[config.mk]
export PLATFORM = sky130hd
export DESIGN_NAME = raid10_stripe_mirror_splitter_top
export DESIGN_NICKNAME = d
export VERILOG_FILES = /design/src/hdl/r10s_pkg.sv /design/src/hdl/r10s_divider.sv /design/src/hdl/raid10_stripe_mirror_splitter_top.sv
export SDC_FILE = /design/constraint.sdc
export NUM_CORES = 1
export LEC_CHECK = 0
export ABC_AREA = 1
export BUFFER_PORTS_ARGS = -buffer_cell sky130_fd_sc_hd__buf_4
export CORE_UTILIZATION = 55
export DETAILED_ROUTE_END_ITERATION = 8
export PLACE_DENSITY_LB_ADDON = 0.25
export SLEW_MARGIN = 10
export SYNTH_ARGS = -nofsm -noshare
export SYNTH_HDL_FRONTEND = slang
export SYNTH_HIERARCHICAL = 1
export SYNTH_SLANG_ARGS = --single-unit
[constraint.sdc]
create_clock -name clock -period 10 [get_ports clock]
set_input_delay 1 -clock clock [delete_from_list [all_inputs] [get_ports clock]]
set_output_delay 1 -clock clock [all_outputs]
set_load 0.005 [all_outputs]
[src/hdl/r10s_pkg.sv]
`timescale 1ns / 1ps
// Package: shared widths, defaults and divider interface types for the RAID-10 splitter.
package r10s_pkg;

   localparam int OFF_W    = 40;  // volume / device byte offset
   localparam int LEN_W    = 24;  // request and command length
   localparam int STRIPE_W = 5;   // primary device index
   localparam int CNT_W    = 6;   // stripe count register, mirror index
   localparam int DIVD_W   = OFF_W + 1;  // dividend: request end needs one extra bit
   localparam int DIVR_W   = 17;  // divisor: block size up to 65536

   localparam int DEF_MAX_STRIPES = 32;
   localparam int DEF_BLOCK_BYTES = 4096;

   localparam logic [CNT_W-1:0] CSR_RESET = CNT_W'(3);

   typedef struct packed {
      logic              go;
      logic [DIVD_W-1:0] dividend;
      logic [DIVR_W-1:0] divisor;
   } div_req_type;

   typedef struct packed {
      logic              done;
      logic [DIVD_W-1:0] quotient;
      logic [DIVR_W-1:0] remainder;
   } div_rsp_type;

endpackage

[src/hdl/r10s_divider.sv]
`timescale 1ns / 1ps
// Iterative restoring divider, two quotient bits per cycle.
module r10s_divider (
   input  logic                    clock,
   input  logic                    reset,
   input  r10s_pkg::div_req_type   div_req,
   output r10s_pkg::div_rsp_type   div_rsp
);

   localparam int ITER = (r10s_pkg::DIVD_W + 1) / 2;
   localparam int QW   = 2 * ITER;
   localparam int CW   = $clog2(ITER + 1);
   localparam int RW   = r10s_pkg::DIVR_W;

   logic [QW-1:0] quo_ff, quo_in;
   logic [RW-1:0] rem_ff, rem_in;
   logic [RW-1:0] dvs_ff, dvs_in;
   logic [CW-1:0] cnt_ff, cnt_in;
   logic          run_ff, run_in;
   logic          done_ff, done_in;

   logic [RW:0]   t1, t2;
   logic          ge1, ge2;
   logic [RW-1:0] r1, r2;

   always_comb begin
      t1  = {rem_ff, quo_ff[QW-1]};
      ge1 = t1 >= {1'b0, dvs_ff};
      r1  = ge1 ? RW'(t1 - {1'b0, dvs_ff}) : t1[RW-1:0];
      t2  = {r1, quo_ff[QW-2]};
      ge2 = t2 >= {1'b0, dvs_ff};
      r2  = ge2 ? RW'(t2 - {1'b0, dvs_ff}) : t2[RW-1:0];
   end

   always_comb begin
      quo_in  = quo_ff;
      rem_in  = rem_ff;
      dvs_in  = dvs_ff;
      cnt_in  = cnt_ff;
      run_in  = run_ff;
      done_in = 1'b0;
      if (div_req.go) begin
         quo_in = QW'(div_req.dividend);
         rem_in = '0;
         dvs_in = div_req.divisor;
         cnt_in = CW'(ITER);
         run_in = 1'b1;
      end else if (run_ff) begin
         quo_in = {quo_ff[QW-3:0], ge1, ge2};
         rem_in = r2;
         cnt_in = cnt_ff - CW'(1);
         if (cnt_ff == CW'(1)) begin
            run_in  = 1'b0;
            done_in = 1'b1;
         end
      end
   end

   always_ff @(posedge clock) begin
      if (reset) begin
         run_ff  <= 1'b0;
         done_ff <= 1'b0;
         cnt_ff  <= '0;
      end else begin
         run_ff  <= run_in;
         done_ff <= done_in;
         cnt_ff  <= cnt_in;
      end
      quo_ff <= quo_in;
      rem_ff <= rem_in;
      dvs_ff <= dvs_in;
   end

   assign div_rsp.done      = done_ff;
   assign div_rsp.quotient  = quo_ff[r10s_pkg::DIVD_W-1:0];
   assign div_rsp.remainder = rem_ff;

endmodule

[src/hdl/raid10_stripe_mirror_splitter_top.sv]
`timescale 1ns / 1ps
// Top level: RAID-10 request splitter, one merged command per touched stripe.
// Sequence: accept, four divisions on the shared divider (offset and end by block size,
//   then both block numbers by stripe count), a setup state, then per stripe a calc
//   state (untouched) or calc and emit states (touched, one strobe).
// Throughput: one request per pass; busy is high for the whole pass and the next request is
//   taken at the edge that ends the final strobe. Zero length requests are dropped on accept.
// Reset (synchronous, active high): sequencer idle, no strobe, stripe count back to 3.
module raid10_stripe_mirror_splitter_top #(
   parameter int MAX_STRIPES = r10s_pkg::DEF_MAX_STRIPES,
   parameter int BLOCK_BYTES = r10s_pkg::DEF_BLOCK_BYTES
) (
   input  logic                              clock,
   input  logic                              reset,
   // configuration
   input  logic                              csr_wr_en,
   input  logic [r10s_pkg::CNT_W-1:0]        csr_wr_data,
   // request
   input  logic                              start,
   output logic                              busy,
   input  logic                              req_cmd,
   input  logic [r10s_pkg::OFF_W-1:0]        req_request_offset,
   input  logic [r10s_pkg::LEN_W-1:0]        req_request_length,
   // response
   output logic                              rsp_valid,
   output logic                              rsp_is_write,
   output logic [r10s_pkg::STRIPE_W-1:0]     rsp_primary_target,
   output logic [r10s_pkg::CNT_W-1:0]        rsp_mirror_target,
   output logic [r10s_pkg::OFF_W-1:0]        rsp_device_offset,
   output logic [r10s_pkg::LEN_W-1:0]        rsp_command_length,
   output logic [r10s_pkg::LEN_W-1:0]        rsp_host_offset,
   output logic                              rsp_last
);

   localparam int OW = r10s_pkg::OFF_W;
   localparam int LW = r10s_pkg::LEN_W;
   localparam int SW = r10s_pkg::STRIPE_W;
   localparam int CW = r10s_pkg::CNT_W;
   localparam int DW = r10s_pkg::DIVD_W;
   localparam int RW = r10s_pkg::DIVR_W;
   localparam int QW = LW + 2;  // device block span q1 - q0 always fits here

   localparam logic [RW-1:0] BLK  = RW'(BLOCK_BYTES);
   localparam logic [CW-1:0] MAXS = CW'(MAX_STRIPES);

   // sequencer
   localparam logic [2:0] ST_IDLE   = 3'd0;
   localparam logic [2:0] ST_DIV_B0 = 3'd1;  // offset / block
   localparam logic [2:0] ST_DIV_B1 = 3'd2;  // end / block
   localparam logic [2:0] ST_DIV_Q0 = 3'd3;  // first block / stripes
   localparam logic [2:0] ST_DIV_Q1 = 3'd4;  // last block / stripes
   localparam logic [2:0] ST_PREP   = 3'd5;
   localparam logic [2:0] ST_CALC   = 3'd6;
   localparam logic [2:0] ST_EMIT   = 3'd7;

   logic [2:0]    state_ff, state_in;
   logic [CW-1:0] csr_ff;

   // request context
   logic          cmd_ff, cmd_in;
   logic [DW-1:0] end_ff, end_in;
   logic [CW-1:0] n_ff, n_in;

   // division results
   logic [DW-1:0] b0_ff, b0_in, b1_ff, b1_in;
   logic [DW-1:0] q0_ff, q0_in, q1_ff, q1_in;
   logic [RW-1:0] o0_ff, o0_in, e1_ff, e1_in;
   logic [SW-1:0] r0_ff, r0_in, r1_ff, r1_in;

   // per-request setup
   logic [OW-1:0] base_ff, base_in;   // q0 * block
   logic [QW-1:0] dq_ff, dq_in;
   logic [SW-1:0] last_s_ff, last_s_in;

   // per-stripe
   logic [SW-1:0] s_ff, s_in;
   logic [LW-1:0] m_ff, m_in;
   logic [LW-1:0] jb_ff, jb_in;
   logic          lt_ff, lt_in, eq0_ff, eq0_in, eq1_ff, eq1_in;

   // divider request
   logic          div_go_ff, div_go_in;
   logic [DW-1:0] div_dvd_ff, div_dvd_in;
   logic [RW-1:0] div_dvs_ff, div_dvs_in;

   // response registers
   logic          rsp_valid_ff, rsp_valid_in;
   logic          rsp_is_write_ff, rsp_is_write_in;
   logic [SW-1:0] rsp_primary_ff, rsp_primary_in;
   logic [CW-1:0] rsp_mirror_ff, rsp_mirror_in;
   logic [OW-1:0] rsp_devoff_ff, rsp_devoff_in;
   logic [LW-1:0] rsp_len_ff, rsp_len_in;
   logic [LW-1:0] rsp_host_ff, rsp_host_in;
   logic          rsp_last_ff, rsp_last_in;

   r10s_pkg::div_req_type div_req;
   r10s_pkg::div_rsp_type div_rsp;

   assign div_req.go       = div_go_ff;
   assign div_req.dividend = div_dvd_ff;
   assign div_req.divisor  = div_dvs_ff;

   r10s_divider u_div (
      .clock   (clock),
      .reset   (reset),
      .div_req (div_req),
      .div_rsp (div_rsp)
   );

   // combinational helpers
   logic          accept;
   logic [CW-1:0] eff_n;
   logic          c_lt, c_gt;
   logic [1:0]    c_need;
   logic [CW-1:0] c_j;
   logic          c_touched;
   logic [LW-1:0] e_prod, e_cut0, e_cut1;

   assign accept = start && (state_ff == ST_IDLE);
   assign busy   = (state_ff != ST_IDLE);

   always_comb begin
      if (csr_ff == '0)
         eff_n = CW'(1);
      else if (csr_ff > MAXS)
         eff_n = MAXS;
      else
         eff_n = csr_ff;
   end

   // stripe s covers device blocks q0+(s<r0) .. q1-(s>r1)
   always_comb begin
      c_lt      = s_ff < r0_ff;
      c_gt      = s_ff > r1_ff;
      c_need    = {1'b0, c_lt} + {1'b0, c_gt};
      c_touched = dq_ff >= QW'(c_need);
      // blocks between the request start and this stripe's first piece
      c_j       = c_lt ? CW'({1'b0, s_ff} + n_ff - {1'b0, r0_ff})
                       : CW'({1'b0, s_ff} - {1'b0, r0_ff});
   end

   always_comb begin
      e_prod = m_ff * LW'(BLK);
      e_cut0 = eq0_ff ? LW'(o0_ff) : '0;                  // head of first block
      e_cut1 = eq1_ff ? LW'(BLK - RW'(1) - e1_ff) : '0;   // tail of last block
   end

   always_comb begin
      state_in        = state_ff;
      cmd_in          = cmd_ff;
      end_in          = end_ff;
      n_in            = n_ff;
      b0_in           = b0_ff;
      b1_in           = b1_ff;
      q0_in           = q0_ff;
      q1_in           = q1_ff;
      o0_in           = o0_ff;
      e1_in           = e1_ff;
      r0_in           = r0_ff;
      r1_in           = r1_ff;
      base_in         = base_ff;
      dq_in           = dq_ff;
      last_s_in       = last_s_ff;
      s_in            = s_ff;
      m_in            = m_ff;
      jb_in           = jb_ff;
      lt_in           = lt_ff;
      eq0_in          = eq0_ff;
      eq1_in          = eq1_ff;
      div_go_in       = 1'b0;
      div_dvd_in      = div_dvd_ff;
      div_dvs_in      = div_dvs_ff;
      rsp_valid_in    = 1'b0;
      rsp_is_write_in = rsp_is_write_ff;
      rsp_primary_in  = rsp_primary_ff;
      rsp_mirror_in   = rsp_mirror_ff;
      rsp_devoff_in   = rsp_devoff_ff;
      rsp_len_in      = rsp_len_ff;
      rsp_host_in     = rsp_host_ff;
      rsp_last_in     = rsp_last_ff;

      unique case (state_ff)
         ST_IDLE: begin
            if (accept && (req_request_length != '0)) begin
               cmd_in     = req_cmd;
               end_in     = DW'(req_request_offset) + DW'(req_request_length) - DW'(1);
               n_in       = eff_n;
               div_go_in  = 1'b1;
               div_dvd_in = DW'(req_request_offset);
               div_dvs_in = BLK;
               state_in   = ST_DIV_B0;
            end
         end
         ST_DIV_B0: begin
            if (div_rsp.done) begin
               b0_in      = div_rsp.quotient;
               o0_in      = div_rsp.remainder;
               div_go_in  = 1'b1;
               div_dvd_in = end_ff;
               state_in   = ST_DIV_B1;
            end
         end
         ST_DIV_B1: begin
            if (div_rsp.done) begin
               b1_in      = div_rsp.quotient;
               e1_in      = div_rsp.remainder;
               div_go_in  = 1'b1;
               div_dvd_in = b0_ff;
               div_dvs_in = RW'(n_ff);
               state_in   = ST_DIV_Q0;
            end
         end
         ST_DIV_Q0: begin
            if (div_rsp.done) begin
               q0_in      = div_rsp.quotient;
               r0_in      = div_rsp.remainder[SW-1:0];
               div_go_in  = 1'b1;
               div_dvd_in = b1_ff;
               state_in   = ST_DIV_Q1;
            end
         end
         ST_DIV_Q1: begin
            if (div_rsp.done) begin
               q1_in    = div_rsp.quotient;
               r1_in    = div_rsp.remainder[SW-1:0];
               state_in = ST_PREP;
            end
         end
         ST_PREP: begin
            base_in = q0_ff[OW-1:0] * OW'(BLK);
            dq_in   = QW'(q1_ff - q0_ff);
            // more than one row touched: the top stripe is always hit and closes
            last_s_in = (q1_ff != q0_ff) ? SW'(n_ff - CW'(1)) : r1_ff;
            s_in      = '0;
            state_in  = ST_CALC;
         end
         ST_CALC: begin
            m_in   = LW'(dq_ff + QW'(1) - QW'(c_need));
            jb_in  = LW'(c_j) * LW'(BLK);
            lt_in  = c_lt;
            eq0_in = (s_ff == r0_ff);
            eq1_in = (s_ff == r1_ff);
            if (c_touched)
               state_in = ST_EMIT;
            else
               s_in = s_ff + SW'(1);
         end
         ST_EMIT: begin
            rsp_valid_in    = 1'b1;
            rsp_is_write_in = cmd_ff;
            rsp_primary_in  = s_ff;
            rsp_mirror_in   = CW'({1'b0, s_ff} + n_ff);
            rsp_devoff_in   = base_ff + (lt_ff ? OW'(BLK) : '0) + (eq0_ff ? OW'(o0_ff) : '0);
            rsp_len_in      = e_prod - e_cut0 - e_cut1;
            rsp_host_in     = eq0_ff ? '0 : (jb_ff - LW'(o0_ff));
            rsp_last_in     = (s_ff == last_s_ff);
            if (s_ff == last_s_ff) begin
               state_in = ST_IDLE;
            end else begin
               s_in     = s_ff + SW'(1);
               state_in = ST_CALC;
            end
         end
      endcase
   end

   always_ff @(posedge clock) begin
      if (reset) begin
         state_ff     <= ST_IDLE;
         csr_ff       <= r10s_pkg::CSR_RESET;
         div_go_ff    <= 1'b0;
         rsp_valid_ff <= 1'b0;
      end else begin
         state_ff     <= state_in;
         div_go_ff    <= div_go_in;
         rsp_valid_ff <= rsp_valid_in;
         if (csr_wr_en)
            csr_ff <= csr_wr_data;
      end
      cmd_ff          <= cmd_in;
      end_ff          <= end_in;
      n_ff            <= n_in;
      b0_ff           <= b0_in;
      b1_ff           <= b1_in;
      q0_ff           <= q0_in;
      q1_ff           <= q1_in;
      o0_ff           <= o0_in;
      e1_ff           <= e1_in;
      r0_ff           <= r0_in;
      r1_ff           <= r1_in;
      base_ff         <= base_in;
      dq_ff           <= dq_in;
      last_s_ff       <= last_s_in;
      s_ff            <= s_in;
      m_ff            <= m_in;
      jb_ff           <= jb_in;
      lt_ff           <= lt_in;
      eq0_ff          <= eq0_in;
      eq1_ff          <= eq1_in;
      div_dvd_ff      <= div_dvd_in;
      div_dvs_ff      <= div_dvs_in;
      rsp_is_write_ff <= rsp_is_write_in;
      rsp_primary_ff  <= rsp_primary_in;
      rsp_mirror_ff   <= rsp_mirror_in;
      rsp_devoff_ff   <= rsp_devoff_in;
      rsp_len_ff      <= rsp_len_in;
      rsp_host_ff     <= rsp_host_in;
      rsp_last_ff     <= rsp_last_in;
   end

   assign rsp_valid          = rsp_valid_ff;
   assign rsp_is_write       = rsp_is_write_ff;
   assign rsp_primary_target = rsp_primary_ff;
   assign rsp_mirror_target  = rsp_mirror_ff;
   assign rsp_device_offset  = rsp_devoff_ff;
   assign rsp_command_length = rsp_len_ff;
   assign rsp_host_offset    = rsp_host_ff;
   assign rsp_last           = rsp_last_ff;

   // checks
   a_primary_in_range: assert property (@(posedge clock) disable iff (reset)
      rsp_valid |-> ({1'b0, rsp_primary_target} < n_ff))
      else $error("primary target beyond stripe count");

   a_mirror_offset: assert property (@(posedge clock) disable iff (reset)
      rsp_valid |-> (rsp_mirror_target == CW'({1'b0, rsp_primary_target} + n_ff)))
      else $error("mirror target is not primary plus stripe count");

   a_zero_len_dropped: assert property (@(posedge clock) disable iff (reset)
      (accept && (req_request_length == '0)) |=> !busy)
      else $error("zero length request started a pass");

   a_last_ends_pass: assert property (@(posedge clock) disable iff (reset)
      (rsp_valid && rsp_last) |-> !busy)
      else $error("final command shown while sequencer still busy");

   a_more_follows: assert property (@(posedge clock) disable iff (reset)
      (rsp_valid && !rsp_last) |-> busy)
      else $error("non-final command shown after the pass ended");

endmodule

==> results of run 1 <==
-- layer usage --
metal / vias to the layer above / part of all wire (%) / GRT usage [%]
met1: 11100 / 43 / 34.8
met2: 815 / 49 / 45.9
met3: 98 / 6.0 / 3.13
li1: 11800 / - / -
met5: - / 0 / 0
met4: 0 / 2.4 / 7.09
-- area by class of cell --
type,count,area [sq um]
fill,4913,21700
sequential,579,17000
multi-input combinational,2249,13000
inverter,563,2110
clock buffer,72,1500
timing repair buffer,191,1430
tap,765,957
clock inverter,29,389
-- power by group through the flow --
stage	Clock, W	Combinational [W]	Sequential, W
3_3_place_gp	0	0.00249	0.00343
4_1_cts	0.00223	0.00251	0.00339
5_1_grt	0.00232	0.00283	0.00343
2_1_floorplan	0	0.00198	0.00332
6_report	0.00219	0.00253	0.00339
3_5_place_dp	0	0.00249	0.00344
-- worst register-to-register path, cell delays in order, from the launching register on --
cell,delay (ns)
dfxtp_1,0.31
inv_1,0.08
ha_1,0.16
inv_1,0.08
fa_1,0.44
nand2_1,0.11
nand3_2,0.08
nand2_1,0.11
nand2_2,0.08
nand2_4,0.15
nand2_4,0.21
o21ai_1,0.26
inv_1,0.08
ha_1,0.33
nand2_1,0.13
inv_1,0.05
nand2_1,0.07
nand3_2,0.12
nand2_1,0.09
nand2_1,0.09
nand2_1,0.09
a21oi_2,0.09
nor2_8,0.31
nand2_4,0.24
nand2_1,0.13
nand3_1,0.07
nand2_1,0.09
-- cells by family after synthesis --
group,count (synthesis),share of synthesized area [%]
DFF,579,52.2
adders and majority gates,241,9.61
other,1,0.0115
and+or+nand+nor,1447,19.0
AOI/OAI and AO/OA,419,7.47
buffers and inverters,651,8.17
xor gates and xnor gates,131,3.52
muxes,1,0.0307
-- state kept, by name (all words and copies together) (netlist names), 26 cells and up --
signal             count
base_ff               28
dq_ff                 26
q0_ff                 41
rsp_device_offset     40
u_div/quo_ff          42
end_ff                41
b1_ff                 41
b0_ff                 41
q1_ff                 41
div_dvd_ff            41
-- cell usage after synthesis (all sizes together), types with 2 or more instances --
cell / number
a211oi: 2
a21boi: 4
a21o: 10
a21oi: 184
a221oi: 16
a22o: 25
a22oi: 15
a31oi: 15
buf: 67
clkbuf: 21
dfxtp: 36
edfxtp: 543
fa: 16
ha: 225
inv: 563
nand2: 862
nand3: 176
nand3b: 18
nand4: 30
nor2: 290
nor3: 47
nor3b: 3
nor4: 3
o211ai: 2
o21a: 5
o21ai: 124
o21bai: 11
o22ai: 3
o31ai: 2
or2: 16
xnor2: 52
xor2: 79
-- worst max path at each step --
stage                      from              end  slack, ns  cells after the start
4_1_cts        u_div/quo_ff[41]  u_div/rem_ff[4]       5.93                     26
3_5_place_dp            s_ff[0]          s_ff[2]       5.95                     16
5_1_grt                 s_ff[0]          m_ff[9]       5.49                     16
6_report       u_div/quo_ff[41]  u_div/rem_ff[3]       5.91                     26
3_3_place_gp    u_div/dvs_ff[0]  u_div/rem_ff[5]       6.05                     23
2_1_floorplan       state_ff[2]          s_ff[0]       4.62                      7
-- stage by stage --
step           hold slack [ns]  power [W]  worst slack [ns]  cells  utilization, %
2_1_floorplan            0.400    0.00529              4.62   3479               -
3_3_place_gp             0.402    0.00592              6.05   4347            59.4
3_5_place_dp             0.405    0.00592              5.95   4347            59.4
4_1_cts                  0.417    0.00812              5.93   4448            62.7
5_1_grt                  0.432    0.00857              5.49   4448            62.7
6_report                 0.418    0.00811              5.91   4448            62.7
==> metrics.txt, run 1 <==
clk slew on worst S/H paths roughly 0.06 ns; Pleak 16.2 nW; worst path bufs/invs 4; final setup fails 0; Die Wd approximately 250 um; post-synth top area cell edfxtp_1; gpl congestion 0.975; Clock Latency Late Sink roughly 0.62 ns; CP Max Fanout 26; final wirelength 78400 um; post_cts resized 0; final slew viol count 0; measured slew at the worst slew-check pin roughly 1.2 ns; Cell Area, Synth between 30000 and 40000 sq um; Worst Hold Depth 0; Clock Power Share between 20 and 30%; TritonCTS clock tree done; Post-Synthesis Cells 3470; Worst slew margin 19.9%; vias per cell roughly 5.4; CTS hold repair buffers 0; # Post-CTS Setup Buffers 0; Post-synth top flop edfxtp_1; combinational share of power between 30% and 40%; r2r setup slk a little under 6 ns; gr ovfl total 0; kind of end point of the critical path register; top cell type's share of synthesized area 50.0%; pin count of the biggest net entering global routing 68; fmax roughly 240 MHz; n_diodes 0; syn_area_per_cell 9.40 sq um; global-route wire length before repair approximately 120000 um; Top delay family on crit path simple AND/OR/NAND/NOR gates; Synth Warn # 6; CP max stage cell fa_1; CP Data Arrival Time 4.65 ns; Crit Path Category register to register; Die Height 246 um; min cycle time layout approximately 4.1 ns; Residual DRC 0; Routed WL per cell roughly 18 um; setup TNS 0 ns; synthesized flop and latch total 579; Synth cell types 58; total CTS buffers 57; largest cells by area after synthesis edfxtp_1 (50%), nand2_1 (9.6%), ha_1 (8.6%); slowest stage delay, CP between 0.4 and 0.5 ns; antenna-violating nets left 0; Switch Pwr 0.00280 W; Clock Tree Buf Depth 3; FFs w/ async S/R, synth 0%; initial core utilization between 50% and 60%; layout cells sized above 1 10.2%; RSZ-0062 raised after global routing false; sw frac 34.6%; Nets ~4000; Data required, critical path around 11 ns; H-tree depth 2; clk sinks ~580; final instance area between 30000 and 40000 sq um; initial antenna violation count 0; Final Hold Violating Endpoints 0; Pwr per Cell Area 223 nW/um^2; most common cell after layout, fill and taps aside nand2_1; Critical Path Source Type register; vias in the first global route roughly 23000; floorplan core area between 50000 and 60000 sq um; sequential area share after synthesis a little over half; crit share post-route ~41%; reg-to-reg critical path startpoint u_div/quo_ff[41]; CTS Root Cell clkbuf_16; P&R area growth vs syn 11.7%; Post-synth EDFFs 543; RR Endpoint u_div/rem_ff[3]; Cell Area, Placed about 35000 sq um; die area about 60000 sq um; I/O Pins between 150 and 200; Worst Reg-to-Reg Cells 26; initial drt markers approximately 2000; min-delay src div_dvs_ff[4]; total iterations of the first detailed-routing run 6; Hold EP u_div/dvs_ff[4]; IO buf count ~180; Power Internal ~0.0053 W; via count of the routed design around 24000; sequential share of power 41.8%; leading cell types in the layout, fill and taps excluded nand2_1 (835), inv_1 (543), edfxtp_1 (543); Setup Skew 0.0181 ns; Total GRT Usage 26.4%; Max-Cap Viols 0; peak supply drop between 150 and 200 uV; most used cell, CP nand2_1; hpwl dp approximately 60000 um; row cnt 88; HP Class register to register; status finished clean
Note: power is estimated with default switching activity, not from simulation.
==> inputs of run 2 (changes only) <==
==> constraint.sdc (replaced) <==
create_clock -name clock -period 4.2 [get_ports clock]
set_input_delay 0.42 -clock clock [delete_from_list [all_inputs] [get_ports clock]]
set_output_delay 0.42 -clock clock [all_outputs]
set_load 0.005 [all_outputs]
==> run 2 against run 1 <==
  * Wire length is 1.1% higher
  * Clock-buffer cell count is 6 lower
  * Global-route usage is 0.16 points higher
  * Utilization is 0.52 points higher
  * Critical path type unchanged
  * Clock power is 140% higher
  * Clock skew hardly changed
  * Maximum frequency is 7.0% higher
==> metrics.txt, run 2 (synthesized netlist as in run 1, its figures left out) <==
met3 Track Usage GR 3.45% (+0.32 points); Data required, critical path 4.71 ns (-5.85 ns); Worst Reg-to-Reg Cells 22 (-15%); vias per cell 5.34 (-0.60%); via count of the routed design 23900 (+0.046%); peak supply drop 347 uV (+85%); Cell Area, Placed 34700 sq um (+0.54%); Nets 3980 (+0.58%); Switch Pwr 0.00690 W (+150%); global-route wire length before repair 124000 um (+0.37%); Pwr per Cell Area 534 nW/um^2 (+140%); IO buf count 177 (unchanged); r2r setup slk 0.38 ns (-5.53 ns); crit share post-route 91.0% (+50 points); crit path cell chain inv_1 > ha_1 > a21oi_1 > nand2_1 > a21oi_2 > nand2_2 > nand2_4 > nand2_8 > o21ai_1 > inv_1 > ha_1 > nand3_1 > nand2_1 > a21boi_0 > o21ai_0 > nand3_1 > nand2_1 > nand2_1 > nand2_1 > nand2_2 > nand3_1 > nand2_1; Finished Core Util 63.2% (+0.52 points); layout cells sized above 1 11.0% (+0.76 points); most used cell, CP nand2_1; Top delay family on crit path compound AO/OA/AOI/OAI gates; Max-Cap Viols 0 (unchanged); Cell Count, Final, Fillers Out 4477 (+0.65%); Residual DRC 0 (unchanged); fmax 262 MHz (+7.0%); leading cell types in the layout, fill and taps excluded nand2_1 (835), edfxtp_1 (543), inv_1 (542); grt met1 use 34.7% (-0.093 points); Worst slew margin 44.0% (+24 points); gr ovfl total 0 (unchanged); Power Internal 0.0127 W (+140%); RR Endpoint u_div/rem_ff[9]; P&R area growth vs syn 12.6%; setup TNS 0 ns (unchanged); final wirelength 79200 um (+1.1%); n_diodes 0 (unchanged); row cnt 88 (unchanged); clk sinks 579 (unchanged); HP Class input port to register; vias in the first global route 23300 (+1.2%); Routed WL per cell 17.7 um (+0.40%); Clock Latency Late Sink 0.63 ns (about the same); hpwl dp 60600 um (+2.1%); total CTS buffers 57 (unchanged); Placed Cells 4365 (+0.41%); reg-to-reg critical path startpoint u_div/dvs_ff[13]; Clock Tree Buf Depth 3 (unchanged); Clock Power Share 26.7% (-0.3 points); final instance area 36700 sq um (+0.83%); initial antenna violation count 0 (unchanged); CTS Root Cell clkbuf_16; CP Max Fanout 26 (unchanged); measured slew at the worst slew-check pin 0.837 ns (-0.365 ns); max reg flops 42 (unchanged); initial core utilization 56.1% (unchanged); Crit Path Category register to register; Most flops, register u_div/quo_ff; min cycle time layout 3.82 ns (-0.266 ns); TritonCTS clock tree done; CP max stage cell o21ai_0; Pleak 16.3 nW (+0.88%); min-delay src csr_wr_data[0]; layer with the highest usage met2; clk slew on worst S/H paths 0.06 ns (about the same); floorplan core area 58100 sq um (unchanged); I/O Pins 178 (unchanged); CP Data Arrival Time 4.33 ns (-0.32 ns); sequential share of power 40.9% (-0.9 points); Hold EP csr_ff[0]; Worst Hold Depth 3 (+3); die area 60300 sq um (unchanged); final setup fails 0 (unchanged); critical path depth 22 (-15%); total iterations of the first detailed-routing run 5 (-1); antenna-violating nets left 0 (unchanged); Critical Path Source Type register; Die Height 246 um (unchanged); RSZ-0062 raised after global routing false; met2 Use GR 45.6% (-0.27 points); status finished clean; gpl congestion 0.996 (+2.1%); Final Hold Violating Endpoints 0 (unchanged); combinational share of power 32.3% (+1.1 points); sw frac 35.1% (+0.58 points); worst path bufs/invs 2 (-2); kind of end point of the critical path register; most common cell after layout, fill and taps aside nand2_1; final slew viol count 0 (unchanged); Die Wd 246 um (unchanged); Total GRT Usage 26.6% (+0.16 points); H-tree depth 2 (unchanged); slowest stage delay, CP 0.42 ns (-0.02 ns); Setup Skew 0.0180 ns (-0.000102 ns); pin count of the biggest net entering global routing 95 (+40%); initial drt markers 1705 (-14%)
==> run 2: changes by cell type in the layout (fill, tap and decap cells not counted), sizes merged <==
cell	before	now
buf	191	213
bufinv	9	8
clkbuf	72	66
clkinv	18	28
clkinvlp	0	3
dlygate4sd3	0	1
==> run 2: worst max-delay path by stage <==
| stage | start | to | slack, ns |
|---|---|---|---|
| after floorplan | state_ff[2] | b1_ff[0] | 0.24 |
| after global placement | u_div/dvs_ff[11] | u_div/rem_ff[4] | 0.30 |
| after detailed placement | u_div/dvs_ff[13] | u_div/rem_ff[2] | 0.25 |
| after CTS | u_div/dvs_ff[13] | u_div/rem_ff[2] | 0.22 |
| after global routing | u_div/rem_ff[3] | u_div/rem_ff[4] | 0.02 |
| final | u_div/dvs_ff[13] | u_div/rem_ff[9] | 0.38 |
==> run 2: metrics by stage <==
step | hold WS (ns) | power [W] | worst slack, ns
3_5_place_dp | 0.408 | 0.0143 | 0.253
6_report | 0.0556 | 0.0196 | 0.378
4_1_cts | 0.0183 | 0.0195 | 0.220
3_3_place_gp | 0.401 | 0.0142 | 0.302
2_1_floorplan | 0.400 | 0.0126 | 0.241
5_1_grt | 0.0437 | 0.0207 | 0.0211
==> run 2: layout make-up <==
type,instances,area (sq um)
Fill cell,4847,21400
Sequential cell,579,17000
Multi-Input combinational cell,2249,13000
Inverter,563,2110
Timing Repair Buffer,214,1660
Clock buffer,66,1460
Tap cell,765,957
Clock inverter,41,480
==> run 2: worst min-delay path, delay by kind of cell <==
kind | cells | cell delay, ns
compound gates | 2 | 0.12
buf+inv | 1 | 0.10
==> run 2: timing repair <==
item | CTS | global route
gates resized for setup | 0 | 2
setup endpoints to repair | 0 | 17
buffers inserted | 0 | 4
hold endpoints to repair | 1 | 0
hold buffers | 1 | 0
==> run 2: power by group through the flow <==
stage	Combinational [W]	Clock, W	Sequential (W)
after floorplan	0.00471	0	0.00789
after global placement	0.00610	0	0.00812
after detailed placement	0.00613	0	0.00815
after CTS	0.00617	0.00533	0.00803
after global routing	0.00706	0.00552	0.00811
final	0.00634	0.00525	0.00803
==> run 2: per-layer routing <==
| metal | wire, um | up-vias |
|---|---|---|
| met5 | 0 | - |
| met4 | 2450 | 0 |
| met3 | 4900 | 124 |
| met2 | 38300 | 765 |
| met1 | 33600 | 11100 |
| li1 | - | 11900 |
